===== config.mk =====
export PLATFORM = sky130hd
export DESIGN_NAME = particle_type_energy_histogram
export DESIGN_NICKNAME = d
export VERILOG_FILES = /design/src/rtl/pteh_pkg.sv /design/src/rtl/particle_type_energy_histogram.sv /design/src/rtl/pteh_ram.sv
export VERILOG_INCLUDE_DIRS = /design/src /design/src/rtl
export SDC_FILE = /design/constraint.sdc
export NUM_CORES = 2
export LEC_CHECK = 0
export ABC_AREA = 1
export BUFFER_PORTS_ARGS = -buffer_cell sky130_fd_sc_hd__buf_2
export CAP_MARGIN = 20
export CELL_PAD_IN_SITES_DETAIL_PLACEMENT = 1
export CELL_PAD_IN_SITES_GLOBAL_PLACEMENT = 2
export CORE_MARGIN = 2
export CORE_UTILIZATION = 45
export DETAILED_ROUTE_END_ITERATION = 6
export HOLD_SLACK_MARGIN = 0.05
export PLACE_DENSITY_LB_ADDON = 0.25
export REMOVE_ABC_BUFFERS = 1
export SETUP_SLACK_MARGIN = 0.4
export SYNTH_ARGS = -nofsm -noshare
export SYNTH_HDL_FRONTEND = slang
export SYNTH_SLANG_ARGS = --single-unit
export TNS_END_PERCENT = 10

===== constraint.sdc =====
create_clock -name clk -period 14.23 [get_ports clk]
set_input_delay 2.846 -clock clk [delete_from_list [all_inputs] [get_ports clk]]
set_output_delay 2.846 -clock clk [all_outputs]
set_load 0.02 [all_outputs]

===== src/rtl/particle_type_energy_histogram_macros.svh =====
// Assertion helpers for the particle histogram. Each check is clocked on clk
// and is switched off while rst_n is low.
`ifndef PARTICLE_TYPE_ENERGY_HISTOGRAM_MACROS_SVH
`define PARTICLE_TYPE_ENERGY_HISTOGRAM_MACROS_SVH

`ifndef NO_ASSERTIONS

// The consequent must hold in the same cycle as the antecedent.
`define PTEH_ASSERT_SAME(lbl, ante, cons) \
    lbl: assert property (@(posedge clk) disable iff (!rst_n) (ante) |-> (cons)) \
        else $error("histogram check failed");

// The consequent must hold in the cycle after the antecedent.
`define PTEH_ASSERT_NEXT(lbl, ante, cons) \
    lbl: assert property (@(posedge clk) disable iff (!rst_n) (ante) |=> (cons)) \
        else $error("histogram check failed");

`else

`define PTEH_ASSERT_SAME(lbl, ante, cons)
`define PTEH_ASSERT_NEXT(lbl, ante, cons)

`endif

`endif


===== src/rtl/pteh_pkg.sv =====
`timescale 1ns / 1ps
`default_nettype none

package pteh_pkg;

    // Field widths: bin count, bin energy sum, bin index and particle class.
    localparam int COUNT_W  = 32;
    localparam int ENERGY_W = 48;
    localparam int BIN_W    = 6;
    localparam int CLASS_W  = 4;

    // Table geometry: three regions of eleven classes per scoring volume.
    localparam int NUM_CLASSES         = 11;
    localparam int BINS_PER_VOLUME     = 3 * NUM_CLASSES;
    localparam int DEFAULT_NUM_VOLUMES = 1;

    localparam logic [31:0] THRESHOLD_RESET = 32'd20000;

    // First bin of the low and the high energy region.
    localparam logic [BIN_W-1:0] REGION_LOW_BASE  = 6'd11;
    localparam logic [BIN_W-1:0] REGION_HIGH_BASE = 6'd22;

    // Command codes.
    localparam logic [1:0] CMD_RECORD = 2'd0;
    localparam logic [1:0] CMD_READ   = 2'd1;
    localparam logic [1:0] CMD_CLEAR  = 2'd2;

    // Particle classes.
    localparam logic [CLASS_W-1:0] CLASS_NONE         = 4'd0;
    localparam logic [CLASS_W-1:0] CLASS_ELECTRON     = 4'd1;
    localparam logic [CLASS_W-1:0] CLASS_GAMMA        = 4'd2;
    localparam logic [CLASS_W-1:0] CLASS_MUON         = 4'd3;
    localparam logic [CLASS_W-1:0] CLASS_NEUTRINO     = 4'd4;
    localparam logic [CLASS_W-1:0] CLASS_PION         = 4'd5;
    localparam logic [CLASS_W-1:0] CLASS_NEUTRON      = 4'd6;
    localparam logic [CLASS_W-1:0] CLASS_PROTON       = 4'd7;
    localparam logic [CLASS_W-1:0] CLASS_ION          = 4'd8;
    localparam logic [CLASS_W-1:0] CLASS_OTHER_MESON  = 4'd9;
    localparam logic [CLASS_W-1:0] CLASS_OTHER_BARYON = 4'd10;

    // Particle type magnitudes that pick a named class, and the meson/baryon boundary.
    localparam logic [31:0] PDG_ELECTRON  = 32'd11;
    localparam logic [31:0] PDG_NU_E      = 32'd12;
    localparam logic [31:0] PDG_MUON      = 32'd13;
    localparam logic [31:0] PDG_NU_MU     = 32'd14;
    localparam logic [31:0] PDG_NU_TAU    = 32'd16;
    localparam logic [31:0] PDG_GAMMA     = 32'd22;
    localparam logic [31:0] PDG_PI_ZERO   = 32'd111;
    localparam logic [31:0] PDG_PI_PLUS   = 32'd211;
    localparam logic [31:0] PDG_BOUNDARY  = 32'd1000;
    localparam logic [31:0] PDG_NEUTRON   = 32'd2112;
    localparam logic [31:0] PDG_PROTON    = 32'd2212;

    // Last step of a record sequence: four reads, each write in the cycle after its read.
    localparam logic [2:0] REC_LAST_STEP = 3'd4;

    typedef enum logic [1:0] {
        ST_IDLE,
        ST_REC,
        ST_RD_OUT
    } state_t;

    // Class of a particle from the magnitude of its type code.
    function automatic logic [CLASS_W-1:0] classify(input logic [31:0] mag,
                                                    input logic ion);
        logic [CLASS_W-1:0] cls;
        begin
            if (mag == PDG_ELECTRON)
                cls = CLASS_ELECTRON;
            else if (mag == PDG_GAMMA)
                cls = CLASS_GAMMA;
            else if (mag == PDG_MUON)
                cls = CLASS_MUON;
            else if (mag == PDG_NU_E || mag == PDG_NU_MU || mag == PDG_NU_TAU)
                cls = CLASS_NEUTRINO;
            else if (mag == PDG_PI_ZERO || mag == PDG_PI_PLUS)
                cls = CLASS_PION;
            else if (mag == PDG_NEUTRON)
                cls = CLASS_NEUTRON;
            else if (mag == PDG_PROTON)
                cls = CLASS_PROTON;
            else if (ion)
                cls = CLASS_ION;
            else if (mag < PDG_BOUNDARY)
                cls = CLASS_OTHER_MESON;
            else if (mag > PDG_BOUNDARY)
                cls = CLASS_OTHER_BARYON;
            else
                cls = CLASS_NONE;
            return cls;
        end
    endfunction

endpackage

`default_nettype wire


===== src/rtl/particle_type_energy_histogram.sv =====
`timescale 1ns / 1ps
`default_nettype none

// Particle type and energy histogram. Each input word carries a command in
// s_tuser: a qualifying record adds one count and the kinetic energy to four
// bins (class by region, all by region, class by any region, all by any
// region; the two class bins are left out for class none), a read returns one
// bin's count and energy sum on the m side, and a clear empties every bin.
// Both sums saturate. The bins live in one 80-bit RAM with a registered read
// port, so a record is up to four read-modify-write passes, one read per cycle
// with each write in the cycle after its read. s_tready stays low while a
// record runs and while a read waits for the output register to drain; a
// clear, an unqualified record or an unused command is done on acceptance.
// A clear acts at once through a valid bit per entry; there is no clearing pass.
// The threshold register may be written only while the block is idle.
module particle_type_energy_histogram
    import pteh_pkg::*;
#(
    parameter int NUM_VOLUMES = DEFAULT_NUM_VOLUMES
) (
    input  wire logic        clk,
    input  wire logic        rst_n,
    // Threshold register write port.
    input  wire logic        energy_threshold_we,
    input  wire logic [31:0] energy_threshold_wdata,
    // Input words.
    input  wire logic        s_tvalid,
    output logic             s_tready,
    // pdg_code[31:0], is_ion[32], kinetic_energy[64:33], bin_index[70:65], zero pad.
    input  wire logic [71:0] s_tdata,
    // cmd[1:0], qualifies[2].
    input  wire logic [2:0]  s_tuser,
    // Result words.
    output logic             m_tvalid,
    input  wire logic        m_tready,
    // bin_count[31:0], bin_energy_sum[79:32].
    output logic [79:0]      m_tdata
);

`include "particle_type_energy_histogram_macros.svh"

    localparam int DEPTH  = NUM_VOLUMES * BINS_PER_VOLUME;
    localparam int ADDR_W = $clog2(DEPTH);
    localparam int RAM_W  = COUNT_W + ENERGY_W;

    // Input field unpacking.
    logic [1:0]       cmd_in;
    logic             qualifies_in;
    logic [31:0]      pdg_in;
    logic             is_ion_in;
    logic [31:0]      energy_in;
    logic [BIN_W-1:0] bin_in;

    assign cmd_in       = s_tuser[1:0];
    assign qualifies_in = s_tuser[2];
    assign pdg_in       = s_tdata[31:0];
    assign is_ion_in    = s_tdata[32];
    assign energy_in    = s_tdata[64:33];
    assign bin_in       = s_tdata[70:65];

    state_t              state_reg, state_next;
    logic [2:0]          step_reg, step_next;
    logic [CLASS_W-1:0]  cls_reg;
    logic                high_reg;
    logic [31:0]         energy_reg;
    logic [31:0]         threshold_reg;
    logic [DEPTH-1:0]    valid_reg;
    logic                wr_en_reg, wr_en_next;
    logic [ADDR_W-1:0]   wr_addr_reg, wr_addr_next;
    logic                rd_known_reg, rd_known_next;
    logic                out_valid_reg;
    logic [COUNT_W-1:0]  out_count_reg;
    logic [ENERGY_W-1:0] out_energy_reg;

    logic                in_acc;
    logic                out_free;
    logic [31:0]         pdg_mag;
    logic [CLASS_W-1:0]  cls_in;
    logic                bin_in_range;
    logic                rd_en;
    logic [ADDR_W-1:0]   rd_addr;
    logic [RAM_W-1:0]    rd_data;
    logic [RAM_W-1:0]    wr_data;
    logic [BIN_W-1:0]    region_base;
    logic [BIN_W-1:0]    rec_bin;
    logic                rec_en;
    logic                load_out;

    assign s_tready = (state_reg == ST_IDLE);
    assign in_acc   = s_tvalid & s_tready;
    assign out_free = !out_valid_reg || m_tready;

    // Classification and range check of an incoming word.
    assign pdg_mag      = pdg_in[31] ? (32'd0 - pdg_in) : pdg_in;
    assign cls_in       = classify(pdg_mag, is_ion_in);
    assign bin_in_range = ((ADDR_W + 1)'(bin_in) < (ADDR_W + 1)'(DEPTH));

    // Bin of the current record step.
    assign region_base = high_reg ? REGION_HIGH_BASE : REGION_LOW_BASE;

    always_comb
    begin
        rec_bin = '0;
        rec_en  = 1'b0;
        unique case (step_reg)
            3'd0:
            begin
                rec_bin = region_base + BIN_W'(cls_reg);
                rec_en  = (cls_reg != CLASS_NONE);
            end
            3'd1:
            begin
                rec_bin = region_base;
                rec_en  = 1'b1;
            end
            3'd2:
            begin
                rec_bin = BIN_W'(cls_reg);
                rec_en  = (cls_reg != CLASS_NONE);
            end
            3'd3:
            begin
                rec_bin = '0;
                rec_en  = 1'b1;
            end
            default:
            begin
                rec_bin = '0;
                rec_en  = 1'b0;
            end
        endcase
    end

    // Next state.
    always_comb
    begin
        state_next = state_reg;
        unique case (state_reg)
            ST_IDLE:
            begin
                if (in_acc && cmd_in == CMD_RECORD && qualifies_in)
                    state_next = ST_REC;
                else if (in_acc && cmd_in == CMD_READ)
                    state_next = ST_RD_OUT;
            end
            ST_REC:
            begin
                if (step_reg == REC_LAST_STEP)
                    state_next = ST_IDLE;
            end
            ST_RD_OUT:
            begin
                if (out_free)
                    state_next = ST_IDLE;
            end
            default:
            begin
                state_next = ST_IDLE;
            end
        endcase
    end

    // Outputs of the sequencer: RAM read requests and the write pipeline.
    always_comb
    begin
        step_next     = '0;
        rd_en         = 1'b0;
        rd_addr       = '0;
        rd_known_next = rd_known_reg;
        wr_en_next    = 1'b0;
        wr_addr_next  = wr_addr_reg;
        load_out      = 1'b0;
        unique case (state_reg)
            ST_IDLE:
            begin
                if (in_acc && cmd_in == CMD_READ)
                begin
                    rd_en         = bin_in_range;
                    rd_addr       = ADDR_W'(bin_in);
                    rd_known_next = bin_in_range ? valid_reg[ADDR_W'(bin_in)] : 1'b0;
                end
            end
            ST_REC:
            begin
                step_next     = step_reg + 3'd1;
                rd_en         = rec_en;
                rd_addr       = ADDR_W'(rec_bin);
                rd_known_next = valid_reg[ADDR_W'(rec_bin)];
                wr_en_next    = rec_en;
                wr_addr_next  = ADDR_W'(rec_bin);
            end
            ST_RD_OUT:
            begin
                load_out = out_free;
            end
            default:
            begin
                step_next = '0;
            end
        endcase
    end

    // Saturating update of the bin read in the previous cycle.
    logic [COUNT_W-1:0]  old_count;
    logic [ENERGY_W-1:0] old_energy;
    logic [ENERGY_W:0]   energy_sum;
    logic [COUNT_W-1:0]  new_count;
    logic [ENERGY_W-1:0] new_energy;

    assign old_count  = rd_known_reg ? rd_data[COUNT_W-1:0] : '0;
    assign old_energy = rd_known_reg ? rd_data[RAM_W-1:COUNT_W] : '0;
    assign energy_sum = {1'b0, old_energy} + (ENERGY_W + 1)'(energy_reg);
    assign new_count  = (&old_count) ? old_count : old_count + COUNT_W'(1);
    assign new_energy = energy_sum[ENERGY_W] ? '1 : energy_sum[ENERGY_W-1:0];
    assign wr_data    = {new_energy, new_count};

    pteh_ram #(
        .WIDTH (RAM_W),
        .DEPTH (DEPTH)
    ) u_bins (
        .clk     (clk),
        .we      (wr_en_reg),
        .wr_addr (wr_addr_reg),
        .wr_data (wr_data),
        .rd_en   (rd_en),
        .rd_addr (rd_addr),
        .rd_data (rd_data)
    );

    // Control registers.
    always_ff @(posedge clk or negedge rst_n)
    begin
        if (!rst_n)
        begin
            state_reg    <= ST_IDLE;
            step_reg     <= '0;
            wr_en_reg    <= 1'b0;
            rd_known_reg <= 1'b0;
        end
        else
        begin
            state_reg    <= state_next;
            step_reg     <= step_next;
            wr_en_reg    <= wr_en_next;
            rd_known_reg <= rd_known_next;
        end
    end

    // Write address, registered so that it follows its read in the next cycle.
    always_ff @(posedge clk)
    begin
        wr_addr_reg <= wr_addr_next;
    end

    // Record payload, captured on acceptance.
    always_ff @(posedge clk)
    begin
        if (in_acc)
        begin
            cls_reg    <= cls_in;
            high_reg   <= !(energy_in < threshold_reg);
            energy_reg <= energy_in;
        end
    end

    // Threshold register.
    always_ff @(posedge clk or negedge rst_n)
    begin
        if (!rst_n)
            threshold_reg <= THRESHOLD_RESET;
        else if (energy_threshold_we)
            threshold_reg <= energy_threshold_wdata;
    end

    // Valid bit per entry: an entry that is not valid reads as zero.
    always_ff @(posedge clk or negedge rst_n)
    begin
        if (!rst_n)
            valid_reg <= '0;
        else if (in_acc && cmd_in == CMD_CLEAR)
            valid_reg <= '0;
        else if (wr_en_reg)
            valid_reg[wr_addr_reg] <= 1'b1;
    end

    // Output register.
    always_ff @(posedge clk or negedge rst_n)
    begin
        if (!rst_n)
            out_valid_reg <= 1'b0;
        else if (load_out)
            out_valid_reg <= 1'b1;
        else if (m_tready)
            out_valid_reg <= 1'b0;
    end

    always_ff @(posedge clk)
    begin
        if (load_out)
        begin
            out_count_reg  <= old_count;
            out_energy_reg <= old_energy;
        end
    end

    assign m_tvalid = out_valid_reg;
    assign m_tdata  = {out_energy_reg, out_count_reg};

    // Checks.
    `PTEH_ASSERT_SAME(a_write_only_in_record, wr_en_reg, state_reg == ST_REC)
    `PTEH_ASSERT_NEXT(a_clear_empties, in_acc && cmd_in == CMD_CLEAR, valid_reg == '0)
    `PTEH_ASSERT_SAME(a_result_after_read, $rose(out_valid_reg), $past(state_reg) == ST_RD_OUT)

endmodule

`default_nettype wire


===== src/rtl/pteh_ram.sv =====
`timescale 1ns / 1ps
`default_nettype none

// Simple dual-port RAM: one write port, one read port with registered data.
module pteh_ram #(
    parameter int WIDTH = 8,
    parameter int DEPTH = 2
) (
    input  wire logic                     clk,
    input  wire logic                     we,
    input  wire logic [$clog2(DEPTH)-1:0] wr_addr,
    input  wire logic [WIDTH-1:0]         wr_data,
    input  wire logic                     rd_en,
    input  wire logic [$clog2(DEPTH)-1:0] rd_addr,
    output logic      [WIDTH-1:0]         rd_data
);

    logic [WIDTH-1:0] mem [DEPTH];

    // Write port.
    always_ff @(posedge clk)
    begin
        if (we)
        begin
            mem[wr_addr] <= wr_data;
        end
    end

    // Read port; the data holds while no read is issued.
    always_ff @(posedge clk)
    begin
        if (rd_en)
        begin
            rd_data <= mem[rd_addr];
        end
    end

endmodule

`default_nettype wire

Word level (Yosys, flattened, before mapping):

Memories as Yosys holds them, arrays and structs flattened. A register that Yosys moved wholly into a read port is not among the register bits.
Index checks and enable logic that the tools add are counted.

* register bits after elaboration: 196
* memories: 1
* RAM bits: 2640
* input bits: 112
* word-level logic and storage cells: 122
* output and inout port bits: 82

Memory list
* u_bins.mem: depth 33, bits a word 80, read ports 1, clocked after Yosys merged registers in 1, write ports 1, RTL line pteh_ram.sv:18 `logic [WIDTH-1:0] mem [DEPTH];`

* order comparisons: 8
* bitwise logic cells: 2
* multiplexer cells: 44
* eq/ne operators: 22
* add/subtract/negate cells: 5
* reduce and logical (&&, ||, !) cells: 25

Operator list (number)
* equality test 32 x 4 -> 1 bit, second input constant: 4
* 2-to-1 mux 32 bit: 3
* 2-to-1 mux 48 bit: 2
* 2-to-1 mux 33 bit: 2
* equality test 32 x 12 -> 1 bit, second input constant: 2
* equality test 32 x 5 -> 1 bit, second input constant: 2
* adder 48 x 32 -> 49 bit: 1
* bitwise OR 33 bit: 1
* adder 32 x 1 -> 32 bit, second input constant: 1
* equality test 32 x 7 -> 1 bit, second input constant: 1
* equality test 32 x 8 -> 1 bit, second input constant: 1
* > comparator 32 x 10 -> 1 bit, second input constant: 1
* less-than comparator 32 x 10 -> 1 bit, second input constant: 1
* less-than comparator 32 bit: 1
* AND reduction 32 bit: 1
* subtractor 1 x 32 -> 32 bit, first input constant: 1
* less-than comparator 6 x 7 -> 1 bit, second input constant: 3
* one-hot mux 6 bit (3 select lines): 1
* 2-to-1 mux 3 bit: 5
* binary-select mux 1 bit (select 6 bit): 2
* 2-to-1 mux 1 bit: 12
* 2-to-1 mux 2 bit: 6
* 2-to-1 mux 4 bit: 3
* one-hot mux 6 bit (2 select lines): 1
* other kinds (30): 48

Depth between registers and ports, before layout:

* depth in word-level cells: 12
* mapped depth: 25
* depth with buffers taken out: 20

By module:

Synthesis repeated with hierarchy kept, for this count alone.

* cells, all modules: 10562
* area, all modules: 121621.6 µm²

Modules (own cells, without submodules)
* pteh_ram: cells each 8643, area each 107355.5 µm², times used 1
* particle_type_energy_histogram: cells each 1919, area each 14266.2 µm², times used 1

Least setup slack after synthesis:

OpenSTA, ideal clock, no wires.

* kind: input port to flip-flop
* start: input port m_tready
* end: register out_count_reg[0], enable pin
* stages on the path: 2
* path buffers: 0
* data arrival time: 6258 ps
* setup slack: 7451 ps
* cell sequence: nor2_1 nor2_1

* cells in the longest elaborated chain, start to end: 2

Ends and longest elaborated chain
* start: declaration: RTL line particle_type_energy_histogram.sv:35 `input wire logic m_tready,`
* logical OR 1 bit: RTL line particle_type_energy_histogram.sv:91 `assign out_free = !out_valid_reg || m_tready;`
* 2-to-1 mux 1 bit: RTL line particle_type_energy_histogram.sv:173 `unique case (state_reg)`
* via load_out: RTL line particle_type_energy_histogram.sv:87 `logic load_out;`
* end signal: assignment: RTL line particle_type_energy_histogram.sv:301 `out_count_reg <= old_count;`
* end: declaration: RTL line particle_type_energy_histogram.sv:72 `logic [COUNT_W-1:0] out_count_reg;`

The timed path passes the listed nets, and every way through them passes these cells.
A chain may end at the register's enable or synchronous reset.

Final worst setup path:

* start: input port s_tuser[0]
* end: register u_bins.rd_data[33], read port of u_bins.mem, data pin

* cells in the longest elaborated chain, start to end: 4

Ends and longest elaborated chain
* start: declaration: RTL line particle_type_energy_histogram.sv:32 `input wire logic [2:0] s_tuser,`
* equality test 2 x 1 -> 1 bit *: RTL line particle_type_energy_histogram.sv:176 `if (in_acc && cmd_in == CMD_READ)`
* logical AND 1 bit *: RTL line particle_type_energy_histogram.sv:176
* 2-to-1 mux 6 bit / 2-to-1 mux 1 bit (equally long branches): RTL line particle_type_energy_histogram.sv:176
* one-hot mux 6 bit (2 select lines) / one-hot mux 1 bit (2 select lines) (equally long branches): RTL line particle_type_energy_histogram.sv:173
* end: declaration: RTL line pteh_ram.sv:15 `output logic [WIDTH-1:0] rd_data`

Every way passes the cells marked *; elsewhere a longest branch is shown, timed or not.

==> summary.md <==
| Metric | Value |
|---|---|
| Status | `completed` |
| Total global routing overflow | `0` |
| Most Crowded Layer GR | `met2` |
| Ys Warns | `0` |
| Most common cell in the netlist | `edfxtp_1` |
| VDD IR max | `around 180 uV` |
| Die width | `518 um` |
| CP endpoint kind | `flip-flop` |
| Predominant post-synthesis flop cell | `edfxtp_1` |
| Sequential share of the synthesized area | `73.4%` |
| IO Count | `just under 200` |
| Synth cell types | `53` |
| Post-synth ARST share | `under 10%` |
| Hold buffer count at CTS | `0` |
| Syn Inst Count | `9259` |
| Post-synth EDFFs | `between 2000 and 3000` |
| CP peak stage delay | `0.82 ns` |
| Core Footprint | `0.263 sq mm` |
| Detailed Route WL | `401000 um` |
| HPWL after detailed placement | `just over 200000 um` |
| CP Max Fanout | `between 100 and 150` |
| Clock slew at reported path FFs | `0.06 ns` |
| R2r setup slk | `8.25 ns` |
| Initial DRC count | `9184` |
| Met3 usage | `3.47%` |
| Maximum clock rate | `0.142 GHz` |
| Starting Density | `between 40% and 50%` |
| Layout fillers | `26200` |
| Number of port buffers | `192` |
| DIE HEIGHT | `518 um` |
| Req. time, crit path | `around 15 ns` |
| Final count of hold timing violations | `0` |
| H-tree depth | `5` |
| WL/cell | `30.5 um` |
| Pre-CTS setup slack | `between 6 and 7 ns` |
| Share of cells above drive strength 1 | `under 10%` |
| List of most frequent post-synthesis cells | `edfxtp_1, nor2_1, o21ai_0, nand3_1, nand2_1` |
| DIE AREA | `0.268 sq mm` |
| Min-Delay Path Class | `flip-flop to flip-flop` |
| First-pass GRT wire length | `575000 um` |
| Worst setup path class | `input port to flip-flop` |
| Row count | `188` |
| Root Buffer | `clkbuf_16` |
| Synth Area per Inst | `12.8 sq um` |
| Post-CTS Setup Bufs | `0` |
| RSZ-0062 raised after global routing | `no` |
| Fin crit share | `49.6%` |
| Critical Path Source Type | `input port` |
| Power density cells | `228 mW/mm^2` |
| Max Cap Viol | `0` |
| Clock Sink Count | `roughly 2900` |
| Fin Hold WS | `0.501 ns` |
| Vias in the first global route | `83500` |
| Synth top area share | `71.9%` |
| Crit path to | `u_bins.rd_data[33]` |
| Antenna violations before repair | `17` |
| Post-cts gate resize count | `0` |
| Synthesized flop and latch total | `just under 3000` |
| Cell mode on critical path | `buf_4` |
| Slew of the pin with the lowest slew margin | `about 1.2 ns` |
| CTS Buffer Depth | `4` |
| Remaining DRCs | `0` |
| Global Route met2 Usage | `48.0%` |
| Vias per cell | `roughly 6.2` |
| Cell taking the most area after synthesis | `edfxtp_1` |
| Finished Cell Area | `0.134 sq mm` |
| Final min period | `7.05 ns` |
| Slew HR | `between 15 and 20%` |
| Final setup fails | `0` |
| Total GRT Usage | `29.1%` |
| Min setup slack post-route | `7.18 ns` |
| Setup TNS | `0 ns` |
| Post-layout util | `51.1%` |
| GPL Wtd Cong | `0.837` |
| CTS tree | `built` |
| Crit-path cells | `buf_2 > inv_1 > nor3_4 > inv_2 > o21ai_4 > buf_4 > clkinv_8 > buf_4 > buf_4 > o21ai_0 > o22ai_1 > o211ai_1 > nand3_1 > nand3_1 > nand2_1` |
| Netlist Area Pre-Place | `0.119 sq mm` |
| Max reg flops | `2640` |
| GR Util met1 | `40.0%` |
| Clock Latency Late Sink | `between 0.9 and 1 ns` |
| ANT nets after route | `0` |
| Leak | `44.9 nW` |
| Crit Reg-Reg Endpoint | `u_bins.mem[12][46]` |
| Placed Area | `0.124 sq mm` |
| CP arrival | `7.76 ns` |
| Nets@finish | `9569` |
| Crit. Startpoint | `s_tuser[0]` |
| Routed vias | `81400` |
| Area delta synth->final | `13.0%` |
| Largest net degree at the start of global routing | `218` |
| Post-Route Skew | `~0.084 ns` |
| Max Slew Vio Count | `0` |
| Top cells by area, synth | `edfxtp_1, o21ai_0, nor2_1, o221ai_1, nand3_1` |
| R2r startpoint | `rd_known_reg` |
| Pre-Repair DR Iteration Count | `5` |
| CTS Buf Count | `about 330` |
| FF-to-FF path depth | `19` |
| CP max stage cell | `o21ai_4` |
==> worst min path at each step <==
stage | startpoint | to | slack, ns | cells past startpoint
detailed placement | threshold_reg[5] | threshold_reg[5] | 0.49 | 2
CTS | threshold_reg[5] | threshold_reg[5] | 0.50 | 2
floorplan | step_reg[0] | step_reg[0] | 0.46 | 1
global route | threshold_reg[9] | threshold_reg[9] | 0.54 | 2
finish | threshold_reg[5] | threshold_reg[5] | 0.50 | 2
global placement | threshold_reg[5] | threshold_reg[5] | 0.48 | 2
==> cell type report <==
class	count	area [sq um]	area share [%]
flip-flops and latches	2916	87200	65.0
repair buffers	391	3210	2.39
clock inverters	161	1370	1.02
clock buffers	398	8600	6.41
diodes	6	15.0	0.0112
multi-input cells	5397	28100	20.9
well taps	3515	4400	3.28
inverters	349	1370	1.02
==> cells in the final DEF (no fill, tap or decap), types with 5 or more instances in the layout <==
cell type  netlist  layout
clkbuf_16        0     332
clkinv_2         0      48
inv_6            0      14
or2_2           24      24
buf_12           0      22
xor2_2           0      23
o21ai_1         33      33
clkbuf_8         0       9
nand3_1        594     594
inv_2           10       5
dfrtp_1         68      67
a31oi_1         15      15
nand2_1        589     588
nor2_4           1      34
nor2_2           6       6
o22ai_1        100      99
buf_16           0       8
buf_2          218     191
nand4_1         34      34
nor2_1        1664    1631
clkinv_1         1      73
edfxtp_1      2843    2843
inv_1          338     336
dfstp_2          5       5
diode_2          0       6
bufinv_16        0      22
nor4_1           7       7
ha_1            75      75
buf_4           30     130
o21ai_0       1376    1373
xnor2_1          7       7
a21oi_1         80      80
nand3b_1         8       8
buf_8            0      38
xor2_1          42      19
o221ai_1       453     453
o211ai_1       210     210
clkbuf_1       327      59
a21o_1          11      11
nor3_1          37      36
==> per-layer routing <==
metal | share of wire [%] | wire length (um) | vias to the layer above
met5 | 0 | 0 | -
met4 | 3.9 | 15500 | 0
met3 | 7.1 | 28600 | 765
met2 | 48 | 191000 | 3481
met1 | 41 | 166000 | 42400
li1 | - | - | 34700
==> per-stage QoR <==
stage / power (mW) / instances
CTS: 30.4 / 13100
detailed placement: 22.4 / 12500
floorplan: 18.7 / 8662
global placement: 21.9 / 12500
finish: 30.6 / 13100
global route: 31.9 / 13100
==> power breakdown <==
| group | internal (mW) | total, mW | switching, mW |
|---|---|---|---|
| clock network | 4.67 | 8.03 | 3.36 |
| registers | 11.7 | 11.9 | 0.215 |
| logic | 2.58 | 10.6 | 8.06 |
| total | 19.0 | 30.6 | 11.6 |
==> cells by family (layout without fill, tap and decap cells) <==
group | count (synthesis) | in the layout | synth area share, %
AO/OA/AOI/OAI | 2298 | 2298 | 11.8
other | 0 | 6 | 0
buffers and inverters | 946 | 1299 | 3.35
flip-flops | 2916 | 2916 | 73.4
AND/OR/NAND/NOR | 2974 | 2974 | 10.3
XOR/XNOR | 49 | 49 | 0.361
adder cells (fa/ha/maj) | 76 | 76 | 0.807
==> worst max-delay path, delay by kind of cell <==
| kind | cells | cell delay (ns) |
|---|---|---|
| buffers and inverters | 7 | 2.58 |
| AOI/OAI and AO/OA | 4 | 1.36 |
| and+or+nand+nor | 4 | 0.70 |
(Power assumes the default switching activity.)
